<file path="src/rtl/feedback_keystream_byte_cipher_top_defines.svh">
// Assertion macros shared by the cipher RTL.
`ifndef FEEDBACK_KEYSTREAM_BYTE_CIPHER_TOP_DEFINES_SVH
`define FEEDBACK_KEYSTREAM_BYTE_CIPHER_TOP_DEFINES_SVH

`ifndef SYNTHESIS

`define FKBC_ASSERT(lbl, clk_s, rst_s, prop, msg) \
  lbl: assert property (@(posedge clk_s) disable iff (!(rst_s)) (prop)) else $error(msg);

`define FKBC_ASSERT_ALWAYS(lbl, clk_s, prop, msg) \
  lbl: assert property (@(posedge clk_s) (prop)) else $error(msg);

`else

`define FKBC_ASSERT(lbl, clk_s, rst_s, prop, msg)

`define FKBC_ASSERT_ALWAYS(lbl, clk_s, prop, msg)

`endif

`endif

</file>
<file path="src/rtl/fkbc_pkg.sv">
package fkbc_pkg;

  localparam int KEY_LENGTH_DEF = 20;
  localparam int KEY_POS_W      = 5;
  localparam int KEY_TABLE_LEN  = 32;

  localparam logic CFG_IDX_ENABLE  = 1'b0;
  localparam logic CFG_IDX_DECRYPT = 1'b1;

  localparam logic [7:0] KEY_CHARS [KEY_TABLE_LEN] = '{
    8'h55, 8'h6a, 8'h63, 8'h67, 8'h6a, 8'h6c, 8'h62, 8'h43,
    8'h67, 8'h66, 8'h63, 8'h62, 8'h42, 8'h43, 8'h6a, 8'h5b,
    8'h68, 8'h66, 8'h79, 8'h62, 8'h00, 8'h00, 8'h00, 8'h00,
    8'h00, 8'h00, 8'h00, 8'h00, 8'h00, 8'h00, 8'h00, 8'h00
  };

  typedef struct packed {
    logic [7:0] data_byte;
    logic       last_of_message;
  } in_t;

  typedef struct packed {
    logic [7:0] result_byte;
    logic       result_last;
  } out_t;

endpackage

</file>
<file path="src/rtl/feedback_keystream_byte_cipher_top.sv">
// Byte-wide stream cipher with ciphertext feedback.
// Input requests arrive on in_valid/in_ready with in_data carrying one byte
// and a last-of-message flag. Results leave on out_valid/out_ready with the
// transformed byte and a copy of the flag, one result per request, in order.
// A request passes through an input register and then the cipher logic,
// which loads the result register, from which the result leaves when
// out_ready is high. One request is accepted every cycle while out_ready
// is high; the single feedback update of the key state between the input
// and result registers sets that rate.
// The configuration port takes a write on any cycle with cfg_we high:
// index 0 is the enable (1 ciphers, 0 passes bytes through) and index 1 is
// the decrypt mode (1 feeds back input bytes, 0 feeds back output bytes).
// Write it only while no request is in flight.
// A synchronous reset on rst_n empties both registers, restores the key
// state and sets the enable to 1 and the decrypt mode to 0.
// When the receiver holds out_ready low, the result register holds its
// request, the input register fills and then in_ready drops; nothing is lost.
// After a request with the last flag set, the key state returns to its
// reset values for the next message.
`include "feedback_keystream_byte_cipher_top_defines.svh"

module feedback_keystream_byte_cipher_top
  import fkbc_pkg::*;
#(
  parameter int KEY_LENGTH = KEY_LENGTH_DEF
) (
  input  logic  clk,
  input  logic  rst_n,
  input  logic  in_valid,
  output logic  in_ready,
  input  in_t   in_data,
  output logic  out_valid,
  input  logic  out_ready,
  output out_t  out_data,
  input  logic  cfg_we,
  input  logic  cfg_index,
  input  logic  cfg_wdata
);

  logic                 enable_r;
  logic                 decrypt_r;
  logic                 s1_valid_r;
  in_t                  s1_data_r;
  logic                 out_valid_r;
  out_t                 out_data_r;
  logic [7:0]           key_r, key_nxt;
  logic [7:0]           step_r, step_nxt;
  logic [KEY_POS_W-1:0] kpos_r, kpos_nxt;
  logic [7:0]           prior_r, prior_nxt;
  logic [7:0]           earlier_r, earlier_nxt;
  logic                 s1_adv;
  logic [7:0]           key_step;
  logic [7:0]           key_mix;
  logic [7:0]           cipher_byte;
  logic [7:0]           result_byte;
  logic [KEY_POS_W:0]   kpos_inc;

  assign s1_adv    = s1_valid_r && (!out_valid_r || out_ready);
  assign in_ready  = !s1_valid_r || s1_adv;
  assign out_valid = out_valid_r;
  assign out_data  = out_data_r;

  always_comb begin
    if (step_r[0]) begin
      key_step = key_r + step_r;
      key_mix  = key_step + (prior_r - earlier_r);
    end else begin
      key_step = key_r - step_r;
      key_mix  = key_step ^ (prior_r + earlier_r);
    end
    cipher_byte = s1_data_r.data_byte ^ key_mix ^ KEY_CHARS[kpos_r];
    result_byte = enable_r ? cipher_byte : s1_data_r.data_byte;
    kpos_inc    = {1'b0, kpos_r} + (KEY_POS_W + 1)'(1);

    key_nxt     = key_r;
    step_nxt    = step_r;
    kpos_nxt    = kpos_r;
    prior_nxt   = prior_r;
    earlier_nxt = earlier_r;
    if (s1_adv) begin
      if (enable_r) begin
        key_nxt     = key_mix;
        step_nxt    = step_r + 8'd1;
        kpos_nxt    = (kpos_inc >= (KEY_POS_W + 1)'(KEY_LENGTH)) ? '0
                                                                 : kpos_inc[KEY_POS_W-1:0];
        earlier_nxt = prior_r;
        prior_nxt   = decrypt_r ? s1_data_r.data_byte : cipher_byte;
      end
      if (s1_data_r.last_of_message) begin
        key_nxt     = 8'd0;
        step_nxt    = 8'd1;
        kpos_nxt    = '0;
        prior_nxt   = 8'd0;
        earlier_nxt = 8'd0;
      end
    end
  end

  always_ff @(posedge clk) begin
    if (!rst_n) begin
      enable_r    <= 1'b1;
      decrypt_r   <= 1'b0;
      s1_valid_r  <= 1'b0;
      out_valid_r <= 1'b0;
      key_r       <= 8'd0;
      step_r      <= 8'd1;
      kpos_r      <= '0;
      prior_r     <= 8'd0;
      earlier_r   <= 8'd0;
    end else begin
      if (cfg_we) begin
        case (cfg_index)
          CFG_IDX_ENABLE:  enable_r  <= cfg_wdata;
          CFG_IDX_DECRYPT: decrypt_r <= cfg_wdata;
          default:         enable_r  <= enable_r;
        endcase
      end
      if (in_ready) begin
        s1_valid_r <= in_valid;
      end
      if (s1_adv) begin
        out_valid_r <= 1'b1;
      end else if (out_ready) begin
        out_valid_r <= 1'b0;
      end
      key_r     <= key_nxt;
      step_r    <= step_nxt;
      kpos_r    <= kpos_nxt;
      prior_r   <= prior_nxt;
      earlier_r <= earlier_nxt;
    end
  end

  always_ff @(posedge clk) begin
    if (in_ready && in_valid) begin
      s1_data_r <= in_data;
    end
    if (s1_adv) begin
      out_data_r.result_byte <= result_byte;
      out_data_r.result_last <= s1_data_r.last_of_message;
    end
  end

  `FKBC_ASSERT(a_last_clears, clk, rst_n,
    (s1_adv && s1_data_r.last_of_message) |=> (key_r == 8'd0 && step_r == 8'd1 &&
    kpos_r == '0 && prior_r == 8'd0 && earlier_r == 8'd0),
    "State not cleared after last byte")
  `FKBC_ASSERT(a_kpos_range, clk, rst_n,
    ({1'b0, kpos_r} < (KEY_POS_W + 1)'(KEY_LENGTH)), "Key position out of range")
  `FKBC_ASSERT(a_step_advance, clk, rst_n,
    (s1_adv && enable_r && !s1_data_r.last_of_message) |=>
    (step_r == 8'($past(step_r) + 8'd1)), "Step counter did not advance")
  `FKBC_ASSERT(a_bypass, clk, rst_n,
    (s1_adv && !enable_r && !s1_data_r.last_of_message) |=>
    (out_data_r.result_byte == $past(s1_data_r.data_byte) && key_r == $past(key_r)),
    "Bypass altered byte or state")
  `FKBC_ASSERT_ALWAYS(a_empty_ready, clk, (!s1_valid_r |-> in_ready),
    "Empty input register not ready")

endmodule

</file>
<file path="config.mk">
export PLATFORM = sky130hd
export DESIGN_NAME = feedback_keystream_byte_cipher_top
export DESIGN_NICKNAME = d
export VERILOG_FILES = /design/src/rtl/fkbc_pkg.sv /design/src/rtl/feedback_keystream_byte_cipher_top.sv
export VERILOG_INCLUDE_DIRS = /design/src /design/src/rtl
export SDC_FILE = /design/constraint.sdc
export NUM_CORES = 1
export LEC_CHECK = 0
export BUFFER_PORTS_ARGS = -buffer_cell sky130_fd_sc_hd__buf_2
export CORE_MARGIN = 5
export CORE_UTILIZATION = 56
export CTS_CLUSTER_DIAMETER = 50
export DETAILED_ROUTE_END_ITERATION = 10
export PLACE_DENSITY_LB_ADDON = 0.25
export REMOVE_ABC_BUFFERS = 1
export SLEW_MARGIN = 10
export SYNTH_ARGS = -nofsm -noshare
export SYNTH_HDL_FRONTEND = slang
export SYNTH_SLANG_ARGS = --single-unit
</file>
<file path="constraint.sdc">
create_clock -name clk -period 3.7 [get_ports clk]
set_clock_uncertainty 0.15 [all_clocks]
set_input_delay 0.185 -clock clk [delete_from_list [all_inputs] [get_ports clk]]
set_output_delay 0.185 -clock clk [all_outputs]
set_load 0.02 [all_outputs]
</file>
==> results of run 1 <==
==> worst reg2reg max path: stages (launching register included) <==
cell	delay, ns
dfxtp_2	0.34
inv_2	0.05
fa_1	0.56
inv_2	0.05
fa_2	0.57
inv_2	0.06
ha_4	0.23
a211oi_4	0.21
o21bai_1	0.11
a21oi_1	0.19
xor2_1	0.10
o211ai_2	0.29
nand4b_1	0.16
o2111ai_1	0.10
a311o_1	0.28
==> power groups by stage <==
stage / Clock (mW) / Combinational [mW] / Sequential (mW)
after floorplan: 0 / 0.575 / 0.798
after global placement: 0 / 0.739 / 0.781
after detailed placement: 0 / 0.756 / 0.781
after CTS: 0.566 / 0.782 / 0.767
after global routing: 0.596 / 0.910 / 0.772
final: 0.560 / 0.819 / 0.767
==> cell type report <==
| type | count | share of cell area, % |
|---|---|---|
| clock buffers | 10 | 3.13 |
| flip-flops and latches | 59 | 28.7 |
| repair buffers | 47 | 6.78 |
| multi-input cells | 322 | 53.9 |
| inverters | 52 | 4.10 |
| well taps | 99 | 2.60 |
| clock inverters | 6 | 0.815 |
==> per-stage QoR <==
step	std cells	hold slack, ns	TNS [ns]	cell area (sq um)
after floorplan	433	0.0969	0	4070
after global placement	565	0.211	0	4380
after detailed placement	565	0.213	-0.0530	4380
after CTS	595	0.0229	0	4710
after global routing	595	0.0388	-0.0369	4760
final	595	0.0315	0	4760
==> per-layer routing <==
metal / wire length, microns / part of all wire [%] / track usage, %
met3: 538 / 5.4 / 4.11
met5: 0 / 0 / 0
met2: 4750 / 48 / 38.7
met1: 4430 / 45 / 30.4
met4: 162 / 1.6 / 7.71
==> logic make-up (layout without fill, tap and decap cells) <==
group                      count (synthesis)  in the layout  synth area share (%)
buffers and inverters                     71            115                  7.47
xor gates and xnor gates                  46             46                  10.3
AOI/OAI and AO/OA                        108            108                  16.8
and+or+nand+nor                          112            112                  13.8
DFF                                       59             59                  32.5
adders and majority gates                 45             45                  16.3
muxes                                     11             11                  2.78
==> sequential cells by signal, indices dropped and copies added (netlist names) <==
register    cells
out_data        9
kpos_r          5
enable_r        1
decrypt_r       1
key_r           8
step_r          8
s1_data_r       9
earlier_r       8
out_valid       1
s1_valid_r      1
prior_r         8
==> worst min path at each step <==
stage	startpoint	to	slack [ns]	cells after the start
after floorplan	rst_n	enable_r	0.1	1
after global placement	in_data[5]	s1_data_r[5]	0.21	1
after detailed placement	in_data[5]	s1_data_r[5]	0.21	1
after CTS	out_ready	out_valid	0.02	3
after global routing	out_ready	out_valid	0.04	3
final	out_ready	out_valid	0.03	3
==> repair_timing <==
action | in CTS | in global routing
hold buffers | 14 | 0
setup buffers | 0 | 0
endpoints found under the setup margin | 2 | 8
hold endpoints to repair | 12 | 0
pin swaps | 3 | 12
resized for setup | 2 | 16
==> placed cells by master, fill, tap and decap left out, drive strengths merged, types with 3 or more instances in the layout <==
master and n:
o22ai 7, a21o 3, nand4 5, a211oi 4, o21a 10, xor2 9
a22oi 14, mux2 5, fa 16, buf 33, and2 12, ha 29
o211ai 3, nor2b 21, clkbuf 10, nand2 23, edfxtp 18, a21oi 21
o21ai 30, dfxtp 41, mux2i 6, dlygate4sd3 14, nor2 23, and3 3
nand3 11, nor3 3, clkinv 4, inv 52, xnor2 35
==> qor.csv, run 1 <==
metric,value,unit
critical path capture point type,flop,
die width,96.5,microns
worst rel slew slack,48.6,%
CP startpoint kind,flop,
first-pass GRT wire length,16300,microns
initial antenna violation count,0,
synth top area cells,"dfxtp_1, edfxtp_1, ha_1",
WL final,9880,microns
maximum vdd drop,344,uV
CP peak stage delay,0.57,ns
diode count,0,
CP Max Fanout,6,
Internal Pwr Total,1.40,mW
Final Cycle Share,96.3,%
Hold Crit Class,primary input to flop,
"Seq/Total Area, Yosys",32.5,%
Initial DRC Count,218,
CTS H-tree lvls,3,
grt total ovfl,0,
FP Rows,31,
syn_area_per_cell,9.27,sq um
DRC,0,
Slowest cell on crit path,fa_2,
Main synth FF type,dfxtp_1,
"Largest delay share family, worst path",adder cells,
TritonCTS clock tree,built,
Reg-to-Reg End,prior_r[6],
Synth Instances,452,
total chip power,2.15,mW
clock network latency to the later pin of the worst-skew pair,0.34,ns
reg2reg setup slack,0.14,ns
Netlist Area Pre-Place,4190,sq um
measured slew at the worst slew-check pin,0.764,ns
Register Area,1370,sq um
Hold Fails Final Rpt,0,
fin. max-slew vios,0,
clock-pin slew on the worst setup and hold paths,0.07,ns
Post-synth EDFFs,18,
combinational fraction of design power,38.2,%
Global Route Usage Sum,23.2,%
vias in the first global route,3361,
initial core utilization,57.8,%
power per cell area,451,nW/um^2
Max Clock Freq,281,MHz
area delta synth->final,13.7,%
drt first pass iters,5,
final worst slack,0.137,ns
buffers plus inverters on the worst setup path,3,
Synth Warn #,0,
area occupied by multi-input gates,2570,sq um
largest net degree at the start of global routing,39,
Critical R2R Launch,earlier_r[2],
CP Cell Sequence,inv_2 -> fa_1 -> inv_2 -> fa_2 -> inv_2 -> ha_4 -> a211oi_4 -> o21bai_1 -> a21oi_1 -> xor2_1 -> o211ai_2 -> nand4b_1 -> o2111ai_1 -> a311o_1,
Netlist cell types,55,
Placeable Area,7250,sq um
Yosys top cell by area,dfxtp_1,
Flop pwr share,35.8,%
"Data required, critical path",3.78,ns
Final setup viols,0,
clock root buffer master,clkbuf_8,
kind of critical path,flop to flop,
Post-synth ARST share,0,%
Pleak,1.92,nW
Die Y,96.5,microns
IO Pins,27,
clock power share,26.1,%
Die ar.,9310,sq um
WP data arrival,3.65,ns
share of post-route cells with drive strength above 1,14.5,%
CTS Buffer Depth,2,
status,finished clean,
Crit path top cell by count,inv_2,
vias,3381,
commonest cells in the netlist,"inv_1, dfxtp_1, xnor2_1",
DP Worst Slack,-0.0530,ns
Total Nets Final,552,
max_cap viols,0,
final-layout fill cell count,598,
Sw Ratio,34.7,%
cells on worst reg2reg path,14,
vias per cell,5.68,
fin util,65.7,%
crit path from,earlier_r[2],
top-count cell post-synth,inv_1,
register bit total from synthesis,59,
DPL Wire Length,7110,microns
crit path to,prior_r[6],
GPL Wtd Cong,0.890,
area share of the largest cell type after synthesis,19.6,%
Stages on worst setup path,14,
NetSw,0.745,mW
CTS sink cnt,59,
ANT nets after route,0,
average wire per standard cell,16.6,microns
TritonCTS buffer count,9,
Port Buf Inserts,26,
minimum clock period,3.56,ns
Power figures use the tool's default switching activity.
==> run 2: changes to the inputs <==
- MAX_ROUTING_LAYER: unset -> met4
- PLACE_DENSITY_LB_ADDON: 0.25 -> 0.1
==> run 2 against run 1 <==
  * Non-clock buffer count rose by 1
  * Final cell count rose by 0.17%
  * Global-route usage rose by 0.85 points
  * Clock power rose by 41%
  * Core utilization rose by 0.85 points
==> qor.csv, run 2 (same netlist as run 1, synthesis figures left out) <==
metric,value,unit,change
CP startpoint kind,flop,,unchanged
Slowest cell on crit path,fa_1,,was fa_2
final-layout fill cell count,592,,was 598
clock root buffer master,clkbuf_8,,unchanged
WL final,9690,microns,was 9880 microns
minimum clock period,3.53,ns,was 3.56 ns
Port Buf Inserts,26,,unchanged
initial antenna violation count,0,,unchanged
initial core utilization,57.8,%,unchanged
largest net degree at the start of global routing,39,,unchanged
Hold Fails Final Rpt,0,,unchanged
worst rel slew slack,57.4,%,was 48.6%
power per cell area,488,nW/um^2,was 451 nW/um^2
Final Cycle Share,95.5,%,was 96.3%
maximum vdd drop,389,uV,was 344 uV
Pleak,1.95,nW,was 1.92 nW
DRC,0,,unchanged
vias,3306,,was 3381
share of post-route cells with drive strength above 1,14.3,%,was 14.5%
"commonest non-fill, non-tap cells in the layout","inv_1, dfxtp_1, xnor2_1",,unchanged
measured slew at the worst slew-check pin,0.640,ns,was 0.764 ns
WP data arrival,3.61,ns,was 3.65 ns
vias per cell,5.55,,was 5.68
vias in the first global route,3326,,was 3361
FP Rows,31,,unchanged
diode count,0,,unchanged
Cells after DPL,566,,was 565
Placeable Area,7250,sq um,unchanged
DPL Wire Length,6920,microns,was 7110 microns
first-pass GRT wire length,16400,microns,was 16300 microns
Final Non-Filler Cells,596,,was 595
ANT nets after route,0,,unchanged
Hold Crit Class,primary input to flop,,unchanged
CP Cell Sequence,fa_1 -> inv_1 -> fa_1 -> inv_1 -> ha_4 -> a211oi_2 -> o21bai_1 -> a21oi_1 -> xor2_1 -> o211ai_2 -> nand4b_1 -> o2111ai_1 -> a311o_1,,was inv_2 -> fa_1 -> inv_2 -> fa_2 -> inv_2 -> ha_4 -> a211oi_4 -> o21bai_1 -> a21oi_1 -> xor2_1 -> o211ai_2 -> nand4b_1 -> o2111ai_1 -> a311o_1
Die Y,96.5,microns,unchanged
CP peak stage delay,0.54,ns,was 0.57 ns
kind of critical path,flop to flop,,unchanged
fin util,66.5,%,was 65.7%
"most common cell after layout, fill and taps aside",inv_1,,unchanged
CTS Buffer Depth,2,,unchanged
area delta synth->final,15.1,%,was 13.7%
clock network latency to the later pin of the worst-skew pair,0.34,ns,about the same
grt total ovfl,0,,unchanged
max_cap viols,0,,unchanged
fin. max-slew vios,0,,unchanged
setup tns final,0,ns,unchanged
TritonCTS buffer count,9,,unchanged
status,finished clean,,unchanged
die width,96.5,microns,unchanged
"Data required, critical path",3.77,ns,was 3.78 ns
Total Nets Final,553,,was 552
TritonCTS clock tree,built,,unchanged
Global Route Usage Sum,24.0,%,was 23.2%
worst hold margin,0.0382,ns,was 0.0315 ns
IO Pins,27,,unchanged
CP Max Fanout,6,,unchanged
total chip power,2.35,mW,was 2.15 mW
drt first pass iters,6,,was 5
critical path capture point type,flop,,unchanged
RSZ-0062 raised after global routing,no,,
clock-pin slew on the worst setup and hold paths,0.07,ns,about the same
GPL Wtd Cong,0.892,,was 0.890
Max Clock Freq,283,MHz,was 281 MHz
Die ar.,9310,sq um,unchanged
CTS sink cnt,59,,unchanged
Final setup viols,0,,unchanged
CTS H-tree lvls,3,,unchanged
Initial DRC Count,253,,was 218
"Largest delay share family, worst path",adder cells,,unchanged
average wire per standard cell,16.3,microns,was 16.6 microns
buffers plus inverters on the worst setup path,2,,was 3
==> run 2: final timing paths <==
kind,endpoint,depth (start not counted),slack [ns],from
worst max-delay path,prior_r[6],13,0.17,key_r[2]
worst min-delay path,out_valid,3,0.04,out_ready
worst max register to register,prior_r[6],13,0.17,key_r[2]
worst min register to register,prior_r[7],2,0.35,prior_r[7]
==> run 2: final cells by class <==
class                   count  area (sq um)  share of cell area (%)
multi-input cells         322          2550                    52.8
flip-flops and latches     59          1370                    28.3
repair buffers             48           328                    6.80
inverters                  52           195                    4.05
clock inverters             7           140                    2.91
clock buffers               9           124                    2.57
well taps                  99           124                    2.57
==> run 2: metrics by stage <==
| step | setup slack [ns] | instance area [sq um] |
|---|---|---|
| after floorplan | 0.229 | 4070 |
| after global placement | 0.0558 | 4390 |
| after detailed placement | -0.0348 | 4390 |
| after CTS | 0.0204 | 4780 |
| after global routing | 0.00518 | 4820 |
| final | 0.167 | 4820 |
==> run 2: timing repair <==
item / CTS / global route
endpoints found under the setup margin: 1 / 9
hold endpoints to repair: 12 / 0
hold buffers: 13 / 0
buffers inserted: 0 / 1
pin swaps: 2 / 7
resized for setup: 1 / 11
==> run 2: metal layers <==
| layer | GRT usage [%] | vias up | wire length (microns) | share of wire, % |
|---|---|---|---|---|
| li1 | - | 1636 | - | - |
| met1 | 30.4 | 1571 | 4410 | 46 |
| met2 | 39.5 | 82 | 4680 | 48 |
| met3 | 3.33 | 17 | 393 | 4.1 |
| met4 | 8.64 | 0 | 199 | 2.1 |
| met5 | - | - | 0 | 0 |
==> run 2: report_power, final <==
part / internal (mW) / switching, mW
Combinational: 0.382 / 0.414
Clock: 0.514 / 0.275
Sequential: 0.731 / 0.0371
==> run 2: worst reg2reg max path, cell delays in order, from the launching register on <==
cell	delay (ns)
dfxtp_2	0.35
fa_1	0.54
inv_1	0.05
fa_1	0.50
inv_1	0.08
ha_4	0.24
a211oi_2	0.27
o21bai_1	0.09
a21oi_1	0.16
xor2_1	0.10
o211ai_2	0.28
nand4b_1	0.16
o2111ai_1	0.11
a311o_1	0.33
==> run 3: changes to the inputs <==
- CORE_UTILIZATION: 56 -> 60
- clock period: 3.7 -> 4.4 ns (I/O delays scaled with it)
==> run 3 against run 2 <==
  * Non-clock buffer count shrank 8
  * Final cell count shrank 1.8%
  * Global-route usage is 0.61 points higher
  * First-iteration DRC count is 30% lower
  * Hold slack improved by 0.0061 ns
  * Register-to-register slack better by 0.46 ns
  * Clock-buffer cell count up 1
  * Via count is 0.42% higher
  * Sequential power decreased by 16%
  * Core utilization up 2.9 points
  * Cell area decreased by 2.3%
  * Critical endpoint unchanged
  * Largest power group unchanged
==> qor.csv, run 3 (same netlist as run 1, synthesis figures left out) <==
metric,value,unit,change
Slowest cell on crit path,fa_1,,unchanged
Global Route Usage Sum,24.6,%,was 24.0%
power per cell area,413,nW/um^2,was 488 nW/um^2
Die ar.,8750,sq um,was 9310 sq um
DPL Wire Length,6830,microns,was 6920 microns
status,finished clean,,unchanged
Crit path top cell by count,inv_1,,
worst rel slew slack,49.5,%,was 57.4%
maximum vdd drop,256,uV,was 389 uV
post-CTS sizing,0,,was 1
Hold Fails Final Rpt,0,,unchanged
Final Cycle Share,85.7,%,was 95.5%
area delta synth->final,12.5,%,was 15.1%
setup tns final,0,ns,unchanged
RSZ-0062 raised after global routing,no,,unchanged
clock root buffer master,clkbuf_8,,unchanged
clock-pin slew on the worst setup and hold paths,0.07,ns,about the same
IO Pins,27,,unchanged
CP startpoint kind,flop,,unchanged
vias per cell,5.68,,was 5.55
WL final,9500,microns,was 9690 microns
first-pass GRT wire length,16100,microns,was 16400 microns
fin. max-slew vios,0,,unchanged
Port Buf Inserts,26,,unchanged
WP data arrival,3.85,ns,was 3.61 ns
DRC,0,,unchanged
"commonest non-fill, non-tap cells in the layout","inv_1, dfxtp_1, xnor2_1",,unchanged
CP Max Fanout,6,,unchanged
minimum clock period,3.77,ns,was 3.53 ns
Die Y,93.6,microns,was 96.5 microns
initial core utilization,61.7,%,was 57.8%
"Data required, critical path",4.48,ns,was 3.77 ns
GPL Wtd Cong,0.928,,was 0.892
TritonCTS buffer count,9,,unchanged
vias,3320,,was 3306
measured slew at the worst slew-check pin,0.750,ns,was 0.640 ns
Final setup viols,0,,unchanged
max_cap viols,0,,unchanged
CTS H-tree lvls,3,,unchanged
die width,93.6,microns,was 96.5 microns
initial antenna violation count,0,,unchanged
FP Rows,30,,was 31
ANT nets after route,0,,unchanged
"most common cell after layout, fill and taps aside",inv_1,,unchanged
Hold Path Stages,3,,unchanged
Total Nets Final,545,,was 553
final instance area,4710,sq um,was 4820 sq um
CP Cell Sequence,inv_1 -> fa_1 -> inv_1 -> fa_1 -> inv_1 -> ha_1 -> a211oi_1 -> o21bai_1 -> a21oi_1 -> xor2_1 -> o211ai_2 -> nand4b_1 -> o2111ai_1 -> a311o_1,,was fa_1 -> inv_1 -> fa_1 -> inv_1 -> ha_4 -> a211oi_2 -> o21bai_1 -> a21oi_1 -> xor2_1 -> o211ai_2 -> nand4b_1 -> o2111ai_1 -> a311o_1
CTS sink cnt,59,,unchanged
Placeable Area,6790,sq um,was 7250 sq um
grt total ovfl,0,,unchanged
Hold Crit Class,primary input to flop,,unchanged
drt first pass iters,5,,was 6
Initial DRC Count,178,,was 253
reg2reg setup slack,0.63,ns,was 0.17 ns
critical path capture point type,flop,,unchanged
CTS Buffer Depth,2,,unchanged
DP Area,4340,sq um,was 4390 sq um
TritonCTS clock tree,built,,unchanged
Max Clock Freq,265,MHz,was 283 MHz
largest net degree at the start of global routing,39,,unchanged
diode count,0,,unchanged
average wire per standard cell,16.2,microns,was 16.3 microns
vias in the first global route,3266,,was 3326
cells on worst reg2reg path,14,,was 13
kind of critical path,flop to flop,,unchanged
Pleak,1.91,nW,was 1.95 nW
CP peak stage delay,0.57,ns,was 0.54 ns
clock network latency to the later pin of the worst-skew pair,0.35,ns,was 0.34 ns
share of post-route cells with drive strength above 1,11.0,%,was 14.3%
run 3: final timing paths:
| kind | from | endpoint |
|---|---|---|
| max | earlier_r[2] | prior_r[6] |
| min | cfg_index | decrypt_r |
| max reg2reg | earlier_r[2] | prior_r[6] |
| min reg2reg | prior_r[7] | prior_r[7] |
run 3: area by class of cell:
class,instances,area (sq um)
Multi-Input combinational cell,322,2510
Fill cell,546,2080
Sequential cell,59,1360
Timing Repair Buffer,40,263
Inverter,52,195
Clock buffer,10,149
Tap cell,96,120
Clock inverter,6,110
run 3: power breakdown:
part / leakage (nW) / internal [mW] / switching [mW]
Sequential: 0.504 / 0.615 / 0.0310
Combinational: 1.28 / 0.306 / 0.351
Clock: 0.124 / 0.409 / 0.235
run 3: worst max-delay path: cells and delay by family, from the launching register on:
kind	cells	cell delay (ns)
buffers and inverters	3	0.20
AO/OA/AOI/OAI	6	1.37
flip-flops	1	0.34
adder cells (fa/ha/maj)	3	1.35
AND/OR/NAND/NOR	1	0.16
XOR/XNOR	1	0.10
run 3: per-layer routing:
metal	track usage, %	wire length (microns)
met1	31.4	4150
met2	38.7	4570
met3	5.47	565
met4	8.78	215
met5	-	0
run 3: per-stage QoR:
stage	util [%]	std cells	hold WS, ns	setup slack [ns]	power, mW
floorplan	-	433	0.132	0.929	1.15
global placement	63.9	558	0.246	0.762	1.28
detailed placement	63.9	558	0.249	0.670	1.29
CTS	69.4	585	0.0180	0.629	1.95
global route	69.4	585	0.0554	0.421	2.07
finish	69.4	585	0.0443	0.630	1.95
run 3: timing repair:
action | CTS | global route
endpoints found under the setup margin | 0 | 0
hold buffers | 11 | 0
setup buffers | 0 | 0
hold endpoints to repair | 11 | 0
